**src/cldc_pkg.sv**
```systemverilog
// ----------------------------------------------------------------------------
// cldc_pkg
// Shared constants and types for the code lock door controller: phase codes,
// option bytes, register indexes, register reset values and the result record.
// ----------------------------------------------------------------------------
package cldc_pkg;

  // Length of one code entry in characters
  localparam int CodeLenDef = 5;

  // Field widths
  localparam int DataW  = 8;
  localparam int PhaseW = 4;
  localparam int TickW  = 8;
  localparam int WrongW = 3;
  localparam int CfgIdxW = 3;
  localparam int CfgW    = 8;

  // Controller phases
  localparam logic [PhaseW-1:0] PH_SET1   = 4'd0;
  localparam logic [PhaseW-1:0] PH_SET2   = 4'd1;
  localparam logic [PhaseW-1:0] PH_OPTION = 4'd2;
  localparam logic [PhaseW-1:0] PH_CHECK  = 4'd3;
  localparam logic [PhaseW-1:0] PH_OPEN   = 4'd4;
  localparam logic [PhaseW-1:0] PH_HOLD   = 4'd5;
  localparam logic [PhaseW-1:0] PH_CLOSE  = 4'd6;
  localparam logic [PhaseW-1:0] PH_DWELL  = 4'd7;
  localparam logic [PhaseW-1:0] PH_LOCK   = 4'd8;

  // Option bytes
  localparam logic [DataW-1:0] OPT_OPEN   = 8'h2B;
  localparam logic [DataW-1:0] OPT_CHANGE = 8'h2D;

  // Item kinds
  localparam logic FUNC_BYTE = 1'b0;
  localparam logic FUNC_TICK = 1'b1;

  // Motor commands
  localparam logic [1:0] MOTOR_STOP  = 2'd0;
  localparam logic [1:0] MOTOR_OPEN  = 2'd1;
  localparam logic [1:0] MOTOR_CLOSE = 2'd2;

  // Configuration register indexes
  localparam logic [CfgIdxW-1:0] REG_OPEN_TICKS    = 3'd0;
  localparam logic [CfgIdxW-1:0] REG_HOLD_TICKS    = 3'd1;
  localparam logic [CfgIdxW-1:0] REG_CLOSE_TICKS   = 3'd2;
  localparam logic [CfgIdxW-1:0] REG_DWELL_TICKS   = 3'd3;
  localparam logic [CfgIdxW-1:0] REG_LOCKOUT_TICKS = 3'd4;
  localparam logic [CfgIdxW-1:0] REG_MAX_WRONG     = 3'd5;

  // Configuration reset values
  localparam logic [TickW-1:0]  OPEN_TICKS_RST    = 8'd59;
  localparam logic [TickW-1:0]  HOLD_TICKS_RST    = 8'd12;
  localparam logic [TickW-1:0]  CLOSE_TICKS_RST   = 8'd59;
  localparam logic [TickW-1:0]  DWELL_TICKS_RST   = 8'd8;
  localparam logic [TickW-1:0]  LOCKOUT_TICKS_RST = 8'd235;
  localparam logic [WrongW-1:0] MAX_WRONG_RST     = 3'd3;

  // One result record
  typedef struct packed {
    logic              reply_valid;
    logic              reply_ok;
    logic [1:0]        motor_drive;
    logic              alarm;
    logic [PhaseW-1:0] phase;
  } res_t;

endpackage

```
**src/code_lock_door_controller.sv**
```systemverilog
// ----------------------------------------------------------------------------
// code_lock_door_controller
// Code lock controller driven by keypad bytes and timer ticks.
// ----------------------------------------------------------------------------
// Usage:
//   Input channel (in_valid/in_ready, in_func, in_data) carries one keypad
//   byte (in_func = 0) or one timer tick (in_func = 1) per transaction.
//   Result channel (out_valid/out_ready) returns exactly one result per input
//   transaction: reply flag and value, motor command, alarm and phase.
//   Configuration (cfg_we, cfg_idx, cfg_wdata) writes the tick counts and the
//   wrong entry limit; write only while no transaction is in flight.
//   A result is registered as its input is accepted (skid register if one
//   waits). Throughput: one transaction per cycle while in_ready is high; the
//   phase, counters and code banks update with it, so the next item sees them.
//   A two-entry output buffer (result register plus skid register) lets one
//   more transaction in while a result waits; in_ready drops only when both
//   entries are full, and rises again once the receiver takes a result.
//   Reset: phase returns to set-password first entry, counters clear,
//   registers return to their defaults. Code storage is not cleared; it is
//   always written before it is read.
// ----------------------------------------------------------------------------
module code_lock_door_controller #(
  parameter int CODE_LEN = cldc_pkg::CodeLenDef
) (
  input  logic                         clk,
  input  logic                         rst_n,
  // input channel
  input  logic                         in_valid,
  output logic                         in_ready,
  input  logic                         in_func,
  input  logic [cldc_pkg::DataW-1:0]   in_data,
  // result channel
  output logic                         out_valid,
  input  logic                         out_ready,
  output logic                         out_reply_valid,
  output logic                         out_reply_ok,
  output logic [1:0]                   out_motor_drive,
  output logic                         out_alarm,
  output logic [cldc_pkg::PhaseW-1:0]  out_phase,
  // configuration
  input  logic                         cfg_we,
  input  logic [cldc_pkg::CfgIdxW-1:0] cfg_idx,
  input  logic [cldc_pkg::CfgW-1:0]    cfg_wdata
);
  import cldc_pkg::*;

  localparam int IDX_W = (CODE_LEN > 1) ? $clog2(CODE_LEN) : 1;
  localparam logic [IDX_W-1:0] IDX_LAST = IDX_W'(CODE_LEN - 1);

  // configuration registers
  logic [TickW-1:0]  open_ticks_r, hold_ticks_r, close_ticks_r;
  logic [TickW-1:0]  dwell_ticks_r, lockout_ticks_r;
  logic [WrongW-1:0] max_wrong_r;

  // control state
  logic [PhaseW-1:0] phase_r, phase_nxt;
  logic [IDX_W-1:0]  idx_r, idx_nxt;
  logic              mis_r, mis_nxt;
  logic [TickW-1:0]  tick_r, tick_nxt;
  logic [WrongW-1:0] wrong_r, wrong_nxt;
  logic              pend_r, pend_nxt;
  logic              bank_r, bank_nxt;

  // two code banks: bank_r holds the stored code, the other takes new entries
  logic [DataW-1:0]  code_mem_r [2][CODE_LEN];

  // output buffer
  logic              main_valid_r, skid_valid_r;
  res_t              main_r, skid_r;

  // datapath
  logic              accept, out_take;
  logic              last;
  logic              rd_bank;
  logic [DataW-1:0]  rd_data;
  logic              mis_now;
  logic              mem_we;
  logic [TickW-1:0]  tick_inc, tick_limit;
  logic [WrongW-1:0] wrong_inc;
  logic              rv, ok;
  res_t              res;

  assign accept   = in_valid && in_ready;
  assign out_take = main_valid_r && out_ready;
  assign in_ready = !skid_valid_r;

  // read the stored bank when checking, the entry bank otherwise
  assign last      = (idx_r == IDX_LAST);
  assign rd_bank   = (phase_r == PH_CHECK) ? bank_r : !bank_r;
  assign rd_data   = code_mem_r[rd_bank][idx_r];
  assign mis_now   = mis_r || (rd_data != in_data);
  assign tick_inc  = tick_r + 8'd1;
  assign wrong_inc = wrong_r + 3'd1;

  // pick the tick limit of the current timed phase
  always_comb begin
    unique case (phase_r)
      PH_OPEN:  tick_limit = open_ticks_r;
      PH_HOLD:  tick_limit = hold_ticks_r;
      PH_CLOSE: tick_limit = close_ticks_r;
      PH_DWELL: tick_limit = dwell_ticks_r;
      default:  tick_limit = lockout_ticks_r;
    endcase
  end

  // next state for one transaction
  always_comb begin
    phase_nxt = phase_r;
    idx_nxt   = idx_r;
    mis_nxt   = mis_r;
    tick_nxt  = tick_r;
    wrong_nxt = wrong_r;
    pend_nxt  = pend_r;
    bank_nxt  = bank_r;
    mem_we    = 1'b0;
    rv        = 1'b0;
    ok        = 1'b0;
    if (in_func == FUNC_BYTE) begin
      unique case (phase_r)
        PH_SET1: begin
          mem_we = 1'b1;
          if (last) begin
            phase_nxt = PH_SET2;
            idx_nxt   = '0;
            mis_nxt   = 1'b0;
          end else begin
            idx_nxt = idx_r + 1'b1;
          end
        end
        PH_SET2: begin
          if (!last) begin
            idx_nxt = idx_r + 1'b1;
            mis_nxt = mis_now;
          end else begin
            rv      = 1'b1;
            idx_nxt = '0;
            mis_nxt = 1'b0;
            if (!mis_now) begin
              ok        = 1'b1;
              bank_nxt  = !bank_r;
              phase_nxt = PH_OPTION;
            end else begin
              phase_nxt = PH_SET1;
            end
          end
        end
        PH_OPTION: begin
          if (in_data == OPT_OPEN || in_data == OPT_CHANGE) begin
            pend_nxt  = (in_data == OPT_CHANGE);
            phase_nxt = PH_CHECK;
            idx_nxt   = '0;
            mis_nxt   = 1'b0;
          end
        end
        PH_CHECK: begin
          if (!last) begin
            idx_nxt = idx_r + 1'b1;
            mis_nxt = mis_now;
          end else begin
            rv      = 1'b1;
            idx_nxt = '0;
            mis_nxt = 1'b0;
            if (!mis_now) begin
              ok        = 1'b1;
              wrong_nxt = '0;
              if (pend_r) begin
                phase_nxt = PH_SET1;
              end else begin
                phase_nxt = PH_OPEN;
                tick_nxt  = '0;
              end
            end else begin
              wrong_nxt = wrong_inc;
              if (wrong_inc == '0 || wrong_inc >= max_wrong_r) begin
                phase_nxt = PH_LOCK;
                tick_nxt  = '0;
              end
            end
          end
        end
        default: begin
        end
      endcase
    end else begin
      // count ticks in the timed phases
      if (phase_r >= PH_OPEN && phase_r <= PH_LOCK) begin
        tick_nxt = tick_inc;
        if (tick_inc >= tick_limit) begin
          tick_nxt = '0;
          unique case (phase_r)
            PH_OPEN:  phase_nxt = PH_HOLD;
            PH_HOLD:  phase_nxt = PH_CLOSE;
            PH_CLOSE: phase_nxt = PH_DWELL;
            PH_DWELL: begin
              phase_nxt = PH_OPTION;
              idx_nxt   = '0;
              mis_nxt   = 1'b0;
            end
            default: begin
              phase_nxt = PH_OPTION;
              idx_nxt   = '0;
              mis_nxt   = 1'b0;
              wrong_nxt = '0;
            end
          endcase
        end
      end
    end
  end

  // build the result record from the new phase
  always_comb begin
    res.reply_valid = rv;
    res.reply_ok    = ok;
    res.alarm       = (phase_nxt == PH_LOCK);
    res.phase       = phase_nxt;
    if (phase_nxt == PH_OPEN) begin
      res.motor_drive = MOTOR_OPEN;
    end else if (phase_nxt == PH_CLOSE) begin
      res.motor_drive = MOTOR_CLOSE;
    end else begin
      res.motor_drive = MOTOR_STOP;
    end
  end

  // advance control state on each accepted transaction
  always_ff @(posedge clk) begin
    if (!rst_n) begin
      phase_r <= PH_SET1;
      idx_r   <= '0;
      mis_r   <= 1'b0;
      tick_r  <= '0;
      wrong_r <= '0;
      pend_r  <= 1'b0;
      bank_r  <= 1'b0;
    end else if (accept) begin
      phase_r <= phase_nxt;
      idx_r   <= idx_nxt;
      mis_r   <= mis_nxt;
      tick_r  <= tick_nxt;
      wrong_r <= wrong_nxt;
      pend_r  <= pend_nxt;
      bank_r  <= bank_nxt;
    end
  end

  // write entry characters into the free bank
  always_ff @(posedge clk) begin
    if (accept && mem_we) begin
      code_mem_r[!bank_r][idx_r] <= in_data;
    end
  end

  // configuration writes
  always_ff @(posedge clk) begin
    if (!rst_n) begin
      open_ticks_r    <= OPEN_TICKS_RST;
      hold_ticks_r    <= HOLD_TICKS_RST;
      close_ticks_r   <= CLOSE_TICKS_RST;
      dwell_ticks_r   <= DWELL_TICKS_RST;
      lockout_ticks_r <= LOCKOUT_TICKS_RST;
      max_wrong_r     <= MAX_WRONG_RST;
    end else if (cfg_we) begin
      unique case (cfg_idx)
        REG_OPEN_TICKS:    open_ticks_r    <= cfg_wdata;
        REG_HOLD_TICKS:    hold_ticks_r    <= cfg_wdata;
        REG_CLOSE_TICKS:   close_ticks_r   <= cfg_wdata;
        REG_DWELL_TICKS:   dwell_ticks_r   <= cfg_wdata;
        REG_LOCKOUT_TICKS: lockout_ticks_r <= cfg_wdata;
        REG_MAX_WRONG:     max_wrong_r     <= cfg_wdata[WrongW-1:0];
        default: begin
        end
      endcase
    end
  end

  // output buffer valid flags: main register first, skid behind it
  always_ff @(posedge clk) begin
    if (!rst_n) begin
      main_valid_r <= 1'b0;
      skid_valid_r <= 1'b0;
    end else begin
      if (!main_valid_r || out_take) begin
        main_valid_r <= skid_valid_r || accept;
        skid_valid_r <= 1'b0;
      end else if (accept) begin
        skid_valid_r <= 1'b1;
      end
    end
  end

  // output buffer payload
  always_ff @(posedge clk) begin
    if (!main_valid_r || out_take) begin
      main_r <= skid_valid_r ? skid_r : res;
    end
    if (main_valid_r && !out_take && accept) begin
      skid_r <= res;
    end
  end

  assign out_valid       = main_valid_r;
  assign out_reply_valid = main_r.reply_valid;
  assign out_reply_ok    = main_r.reply_ok;
  assign out_motor_drive = main_r.motor_drive;
  assign out_alarm       = main_r.alarm;
  assign out_phase       = main_r.phase;

  // skid entry is only ever filled behind a full main register
  a_skid_behind_main: assert property (@(posedge clk) disable iff (!rst_n)
    skid_valid_r |-> main_valid_r)
    else $error("skid register full while result register empty");

  // a reply only comes with a phase that ends an entry
  a_reply_phase: assert property (@(posedge clk) disable iff (!rst_n)
    (main_valid_r && main_r.reply_valid) |->
      (main_r.phase == PH_SET1 || main_r.phase == PH_OPTION ||
       main_r.phase == PH_CHECK || main_r.phase == PH_OPEN ||
       main_r.phase == PH_LOCK))
    else $error("reply with unexpected phase");

  // success never reported without a reply
  a_ok_needs_reply: assert property (@(posedge clk) disable iff (!rst_n)
    (main_valid_r && main_r.reply_ok) |-> main_r.reply_valid)
    else $error("reply_ok without reply_valid");

  // character index stays inside the entry
  a_idx_range: assert property (@(posedge clk) disable iff (!rst_n)
    idx_r <= IDX_LAST)
    else $error("character index beyond code length");

  // a held result stays put while the receiver stalls
  a_main_hold: assert property (@(posedge clk) disable iff (!rst_n)
    (main_valid_r && !out_ready) |=> (main_valid_r && $stable(main_r)))
    else $error("stalled result changed");

endmodule

```
**config.mk**
```make
export PLATFORM = sky130hd
export DESIGN_NAME = code_lock_door_controller
export DESIGN_NICKNAME = d
export VERILOG_FILES = /design/src/cldc_pkg.sv /design/src/code_lock_door_controller.sv
export SDC_FILE = /design/constraint.sdc
export NUM_CORES = 1
export LEC_CHECK = 0
export ABC_AREA = 0
export BUFFER_PORTS_ARGS = -buffer_cell sky130_fd_sc_hd__buf_2
export CORE_MARGIN = 2
export CORE_UTILIZATION = 43
export DETAILED_ROUTE_END_ITERATION = 8
export SLEW_MARGIN = 10
export SYNTH_ARGS = -nofsm -noshare
export SYNTH_HDL_FRONTEND = slang
export SYNTH_SLANG_ARGS = --single-unit
```
**constraint.sdc**
```tcl
create_clock -name clk -period 4.9 [get_ports clk]
set_clock_uncertainty 0.05 [all_clocks]
set_input_delay 0.245 -clock clk [delete_from_list [all_inputs] [get_ports clk]]
set_output_delay 0.245 -clock clk [all_outputs]
set_load 0.005 [all_outputs]
```
==> results of run 1 <==
cells by family after synthesis:
group | after synthesis | synth area share (%)
AOI/OAI and AO/OA | 106 | 9.48
DFF | 164 | 55.3
and+or+nand+nor | 270 | 16.8
buffers and inverters | 51 | 2.95
xor gates and xnor gates | 16 | 2.06
adders and majority gates | 16 | 2.60
muxes | 52 | 10.8
worst max-delay path, stage by stage, from the launching register on:
cell and delay [ps]:
dfxtp_1 670, mux4_2 380, mux2_2 270, ha_1 270, nor2b_1 40, o21ai_0 160, a41oi_1 140, a21oi_1 370
nand2_1 210, o41ai_1 720, nand4_1 280, o31ai_1 250
cells in the final DEF, fill, tap and decap left out, types with 4 or more instances in the layout:
cell / count
nor4_2: 5
mux2_2: 7
o21ai_0: 16
xor2_1: 11
nand3_1: 30
or3_1: 6
a21oi_1: 40
xnor2_1: 4
dfxtp_1: 66
clkinvlp_4: 5
nor3_1: 9
nor2b_1: 13
clkbuf_16: 17
nor2_1: 36
buf_4: 11
inv_1: 12
and3_1: 9
nor4_1: 4
and2_1: 11
mux2i_1: 20
nand2_1: 122
buf_2: 35
ha_1: 16
edfxtp_1: 98
a22o_1: 5
a31oi_1: 4
mux4_2: 24
registers in the layout, indices dropped and copies added, names as in the netlist, 2 cells and up:
| register | cells |
|---|---|
| out_motor_drive | 2 |
| out_phase | 4 |
| lockout_ticks_r | 8 |
| phase_r | 4 |
| skid_r | 9 |
| max_wrong_r | 3 |
| code_mem_r | 80 |
| idx_r | 3 |
| close_ticks_r | 8 |
| hold_ticks_r | 8 |
| tick_r | 8 |
| dwell_ticks_r | 8 |
| wrong_r | 3 |
| open_ticks_r | 8 |
power by group through the flow:
stage | registers [mW] | clock network (mW) | logic (mW)
6_report | 1.51 | 1.29 | 0.228
5_1_grt | 1.51 | 1.36 | 0.253
4_1_cts | 1.51 | 1.31 | 0.228
3_5_place_dp | 1.54 | 0 | 0.227
3_3_place_gp | 1.54 | 0 | 0.223
2_1_floorplan | 1.53 | 0 | 0.161
layer usage:
layer  global-route usage, %  vias up
met4                    5.73        0
met2                    30.7      160
met3                    4.02       21
met1                    27.6     2620
li1                        -     2538
met5                       0        -
final timing paths:
check | start | end | slack, ps | cells after the start
min reg2reg | hold_ticks_r[1] | hold_ticks_r[1] | 410 | 2
max reg2reg | phase_r[1] | out_motor_drive[0] | 900 | 11
max | phase_r[1] | out_motor_drive[0] | 900 | 11
min | cfg_wdata[5] | lockout_ticks_r[5] | 50 | 3
metrics by stage:
stage / worst slack [ps] / hold slack, ps / total power [mW]
2_1_floorplan: 866 / 294 / 1.69
3_3_place_gp: 1000 / 389 / 1.76
3_5_place_dp: 946 / 400 / 1.77
4_1_cts: 911 / 37.7 / 3.05
5_1_grt: 513 / 45.4 / 3.13
6_report: 898 / 53.9 / 3.03
final cells by class:
| cell class | instances | area share [%] |
|---|---|---|
| inverter | 14 | 0.607 |
| timing repair buffer | 46 | 2.98 |
| clock buffer | 20 | 5.04 |
| sequential | 164 | 49.2 |
| clock inverter | 12 | 1.50 |
| tap | 225 | 3.25 |
| multi-input combinational | 460 | 37.4 |
==> results.ini, run 1 <==
[yosys]
syn_avg_cell_area_um2 = 11.4
synthesis.area_um2 = 7710
yosysTopAreaCellShare_pct = 38.2
postSynth.asyncResetShare_pct = 0
yosys-top-cells-area = edfxtp_1, dfxtp_1, mux4_2, nand2_1, a21oi_1
synthMostInstantiatedCell = nand2_1
seq_area_frac_synth_pct = 55.3
number_of_register_bits_inferred_by_synthesis = 164
synthFlopType = edfxtp_1
synth_enable_flop_cells = 98
synth.net_count = 716
synth_cell_type_count = 72
synth.top_cells.by_count = nand2_1, edfxtp_1, dfxtp_1, a21oi_1, nor2_1
post-synth-top-area-cell = edfxtp_1
synth-warning-count = 0
synth_cells = 675

[floorplanning]
floorplan.io_pins = 36
die_w_um = 138
core_area_um2 = 17400
effective_utilization_at_floorplan_pct = 44.3
die_y_um = 138
placement_rows = 48
dieArea_um2 = 19000

[power]
power.leakage_nw = 3.17
sequentialPowerShare_pct = 49.9
p_int_mw = 2.33
power_switching_mw = 0.696
share_comb_of_total_power_pct = 7.5
power.share.clock_pct = 42.6
power_per_cell_area_nw_per_um2 = 349
switching_share_pct = 23.0
vdd.ir_drop.worst_mv = 0.261

[global_routing]
track_usage_pct = 19.6
grt_pass1_wl_um = 28300
antenna_found_initial = 0
grt_pass1_vias = 5172
pin_count_of_the_biggest_net_entering_global_routing = 38
grt_overflow = 0

[setup_path]
critPathRequiredTime_ps = 5100
worst_setup_path_end_kind = flip-flop
setup.worst_path.class = flip-flop to flip-flop
worstSetupStartpointType = flip-flop
arrival_ps = 4200
critPathMaxFanout = 11

[routing]
viasPerCell = 5.67
met2RoutedLength_um = 8150
m1WireLength_um = 8110
drt_iter0_markers = 422
number_of_vias_after_detailed_routing = 5339
number_of_routed_nets_with_antenna_violations = 0
maxUsedRoutingLayer = met4
drt_pre_antenna_iters = 5
route.met3.wl_um = 886
routed_wire_per_std_cell_um = 18.4
drt_drc_violations_left = 0
wirelength_um = 17300

[finish]
finalNonFillerCells = 941
flow.area_growth_from_synthesis_pct = 12.4
multiInputGateArea_um2 = 3240
final_util_pct = 49.7
final_layout_size_suffix_gt1_share_pct = 18.2
antenna_cells = 0
area.sequential_um2 = 4260
final.fill_count = 1563
layout.nets = 744
stdcell_area_um2 = 8660

[placed_design]
io_buffers = 35
place.gp.congestion = 0.838
hpwl_um = 11800
detailed_place.area_um2 = 8100
place.detailed.instances = 909

[sta]
finalCriticalPeriod_ps = 4000
finalSetupViolCount = 0
rsz0062_at_grt = no
finalHoldViolations = 0
fmaxAchievable_mhz = 250
worst_slew_margin_rel_pct = 31.2
report.final.slew_viol_count = 0
final_min_period_over_clock_period_pct = 81.7
transition_at_the_pin_with_the_smallest_max_transition_slack_ps = 1030
setup_total_negative_slack_ps = 0

[clock_tree]
cts_tree = done
postCtsSetupBuffers = 0
clock_insertion_delay_worst_skew_ps = 430
root_buffer = clkbuf_16
num_cts_buffers = 17
cts_resizes = 0
cts-hold-fix-buffers = 0
buffers_from_clock_root_to_sink_at_most = 2
cts.htree.levels = 4
cts_num_sinks = 164
cts.reportedPaths.clkPinSlew_ps = 60

[hold_path]
hold_path.class = primary input to flip-flop

[job]
max-cap-violations = 0

[outcome]
outcome = finished clean

Power figures use the tool's default switching activity.
==> run 2, diff against run 1 <==
Clock period 4.9 ns to 3.6 ns, I/O delays scaled along.
==> results.ini, run 2 (same netlist as run 1, synthesis figures left out) <==
[finish]
finalNonFillerCells = 976
final.fill_count = 1550
most-common-layout-cells = nand2_1, edfxtp_1, dfxtp_1, a21oi_1, buf_4
area.sequential_um2 = 4270
layout.nets = 778
layout_commonest_cell = nand2_1
final_layout_size_suffix_gt1_share_pct = 22.1
largest_register_ff_count = 80
flow.area_growth_from_synthesis_pct = 17.2
largest_registers = code_mem_r (80), skid_r (9)
multiInputGateArea_um2 = 3270
top_register = code_mem_r

[setup_path]
path_delay_family = compound AO/OA/AOI/OAI gates
setup.worst_path.class = flip-flop to flip-flop
critical_path.slowest_cell = dfxtp_1
critical_path.startpoint = phase_r[3]
critPathRequiredTime_ps = 3800
cp_max_stage_delay_ps = 450
arrival_ps = 3690
timing.rr.end = out_alarm
timing.critical_path.to = out_alarm
r2r_depth = 11
critical_path.reg2reg.startpoint = phase_r[3]
worst_setup_path_end_kind = flip-flop
worstSetupStartpointType = flip-flop
list_of_cells_traversed_by_the_critical_path = and4bb_1, xnor2_4, buf_4, mux2_1, a211oi_2, mux2i_1, and4_1, a21oi_2, a21oi_2, inv_2, o41ai_2
cp_num_buf_inv = 2
cp.depth = 11
setup.reg_to_reg.worst_slack_ps = 100
critPathMaxFanout = 6
worst_path_most_repeated_cell = a21oi_2

[sta]
worst_slew_margin_rel_pct = 50.9
transition_at_the_pin_with_the_smallest_max_transition_slack_ps = 734
finalSetupViolCount = 0
rsz0062_at_grt = no
report.final.slew_viol_count = 0
final.setup.worst_slack_ps = 104
setup_total_negative_slack_ps = 0
final_min_period_over_clock_period_pct = 97.1
finalHoldViolations = 0
fmaxAchievable_mhz = 286
worst_hold_slack_ps = 24.4
finalCriticalPeriod_ps = 3500

[routing]
number_of_vias_after_detailed_routing = 5483
number_of_routed_nets_with_antenna_violations = 0
drt_pre_antenna_iters = 5
drt_iter0_markers = 419
viasPerCell = 5.62
routed_wire_per_std_cell_um = 17.9
drt_drc_violations_left = 0
wirelength_um = 17400

[floorplanning]
core_area_um2 = 17400
dieArea_um2 = 19000
placement_rows = 48
floorplan.io_pins = 36
effective_utilization_at_floorplan_pct = 44.3
die_y_um = 138
die_w_um = 138

[clock_tree]
num_cts_buffers = 17
cts_tree = done
cts.reportedPaths.clkPinSlew_ps = 60
cts_num_sinks = 164
cts.htree.levels = 4
clock_insertion_delay_worst_skew_ps = 430
root_buffer = clkbuf_16
buffers_from_clock_root_to_sink_at_most = 2

[placed_design]
detailedPlace.worstSlack_ps = 73.2
io_buffers = 35
hpwl_um = 12100
place.detailed.instances = 933
place.gp.congestion = 0.851

[global_routing]
grtUsageMet2_pct = 31.2
grt_pass1_wl_um = 27900
grt_overflow = 0
track_usage_pct = 19.7
globalRouteMet3Util_pct = 3.80
antenna_found_initial = 0
gr-usage-met1_pct = 27.0
gr-max-usage-layer = met2
pin_count_of_the_biggest_net_entering_global_routing = 38
grt_pass1_vias = 5252

[power]
power.leakage_nw = 3.39
power_per_cell_area_nw_per_um2 = 465
vdd.ir_drop.worst_mv = 0.317

[outcome]
outcome = finished clean

[hold_path]
hold_path.class = primary input to flip-flop
hp-start = in_valid

[job]
max-cap-violations = 0

==> run 2: where the power goes <==
group          switching (mW)  total, mW  internal [mW]  leakage, nW
combinational           0.204      0.354          0.150         1.64
sequential             0.0198       2.04           2.02         1.45
clock                   0.759       1.80           1.04        0.305
total                   0.983       4.20           3.22         3.39
==> run 2: area by class of cell <==
cell class              instances  share of cell area [%]
multi-input cells             460                    36.2
repair buffers                 80                    6.17
diodes                          1                  0.0277
clock inverters                13                    1.33
inverters                      14                   0.582
flip-flops and latches        164                    47.3
clock buffers                  19                    5.27
well taps                     225                    3.12
==> run 2: timing repair <==
item	CTS	global route
endpoints found under the setup margin	0	9
setup buffers	0	4
endpoints found under the hold margin	27	0
resized for setup	0	9
hold buffers	6	0
==> run 2: worst min-delay path by stage <==
stage,slack (ps),endpoint,cells after the start
2_1_floorplan,230,code_mem_r[0][0],0
3_3_place_gp,390,hold_ticks_r[5],2
3_5_place_dp,400,hold_ticks_r[6],2
4_1_cts,5,dwell_ticks_r[0],3
5_1_grt,30,dwell_ticks_r[1],3
6_report,20,out_valid,3
==> run 2: through the flow <==
stage               utilization (%)  area [um2]  total power, mW
finish                         51.8        9030             4.20
CTS                            51.5        8960             4.21
floorplan                         -        7730             2.30
global route                   51.8        9030             4.34
global placement               47.7        8310             2.42
detailed placement             47.7        8310             2.42
==> run 2: per-layer routing <==
metal	share of wire [%]	vias up
met5	0	-
met4	1.7	0
met3	4.2	28
met2	47	138
met1	47	2698
li1	-	2619
==> run 2: worst reg2reg max path, stage by stage, from the launching register on <==
cell and delay (ps):
dfxtp_1 450, and4bb_1 330, xnor2_4 270, buf_4 180, mux2_1 330, a211oi_2 250, mux2i_1 310, and4_1 420
a21oi_2 130, a21oi_2 230, inv_2 70, o41ai_2 300
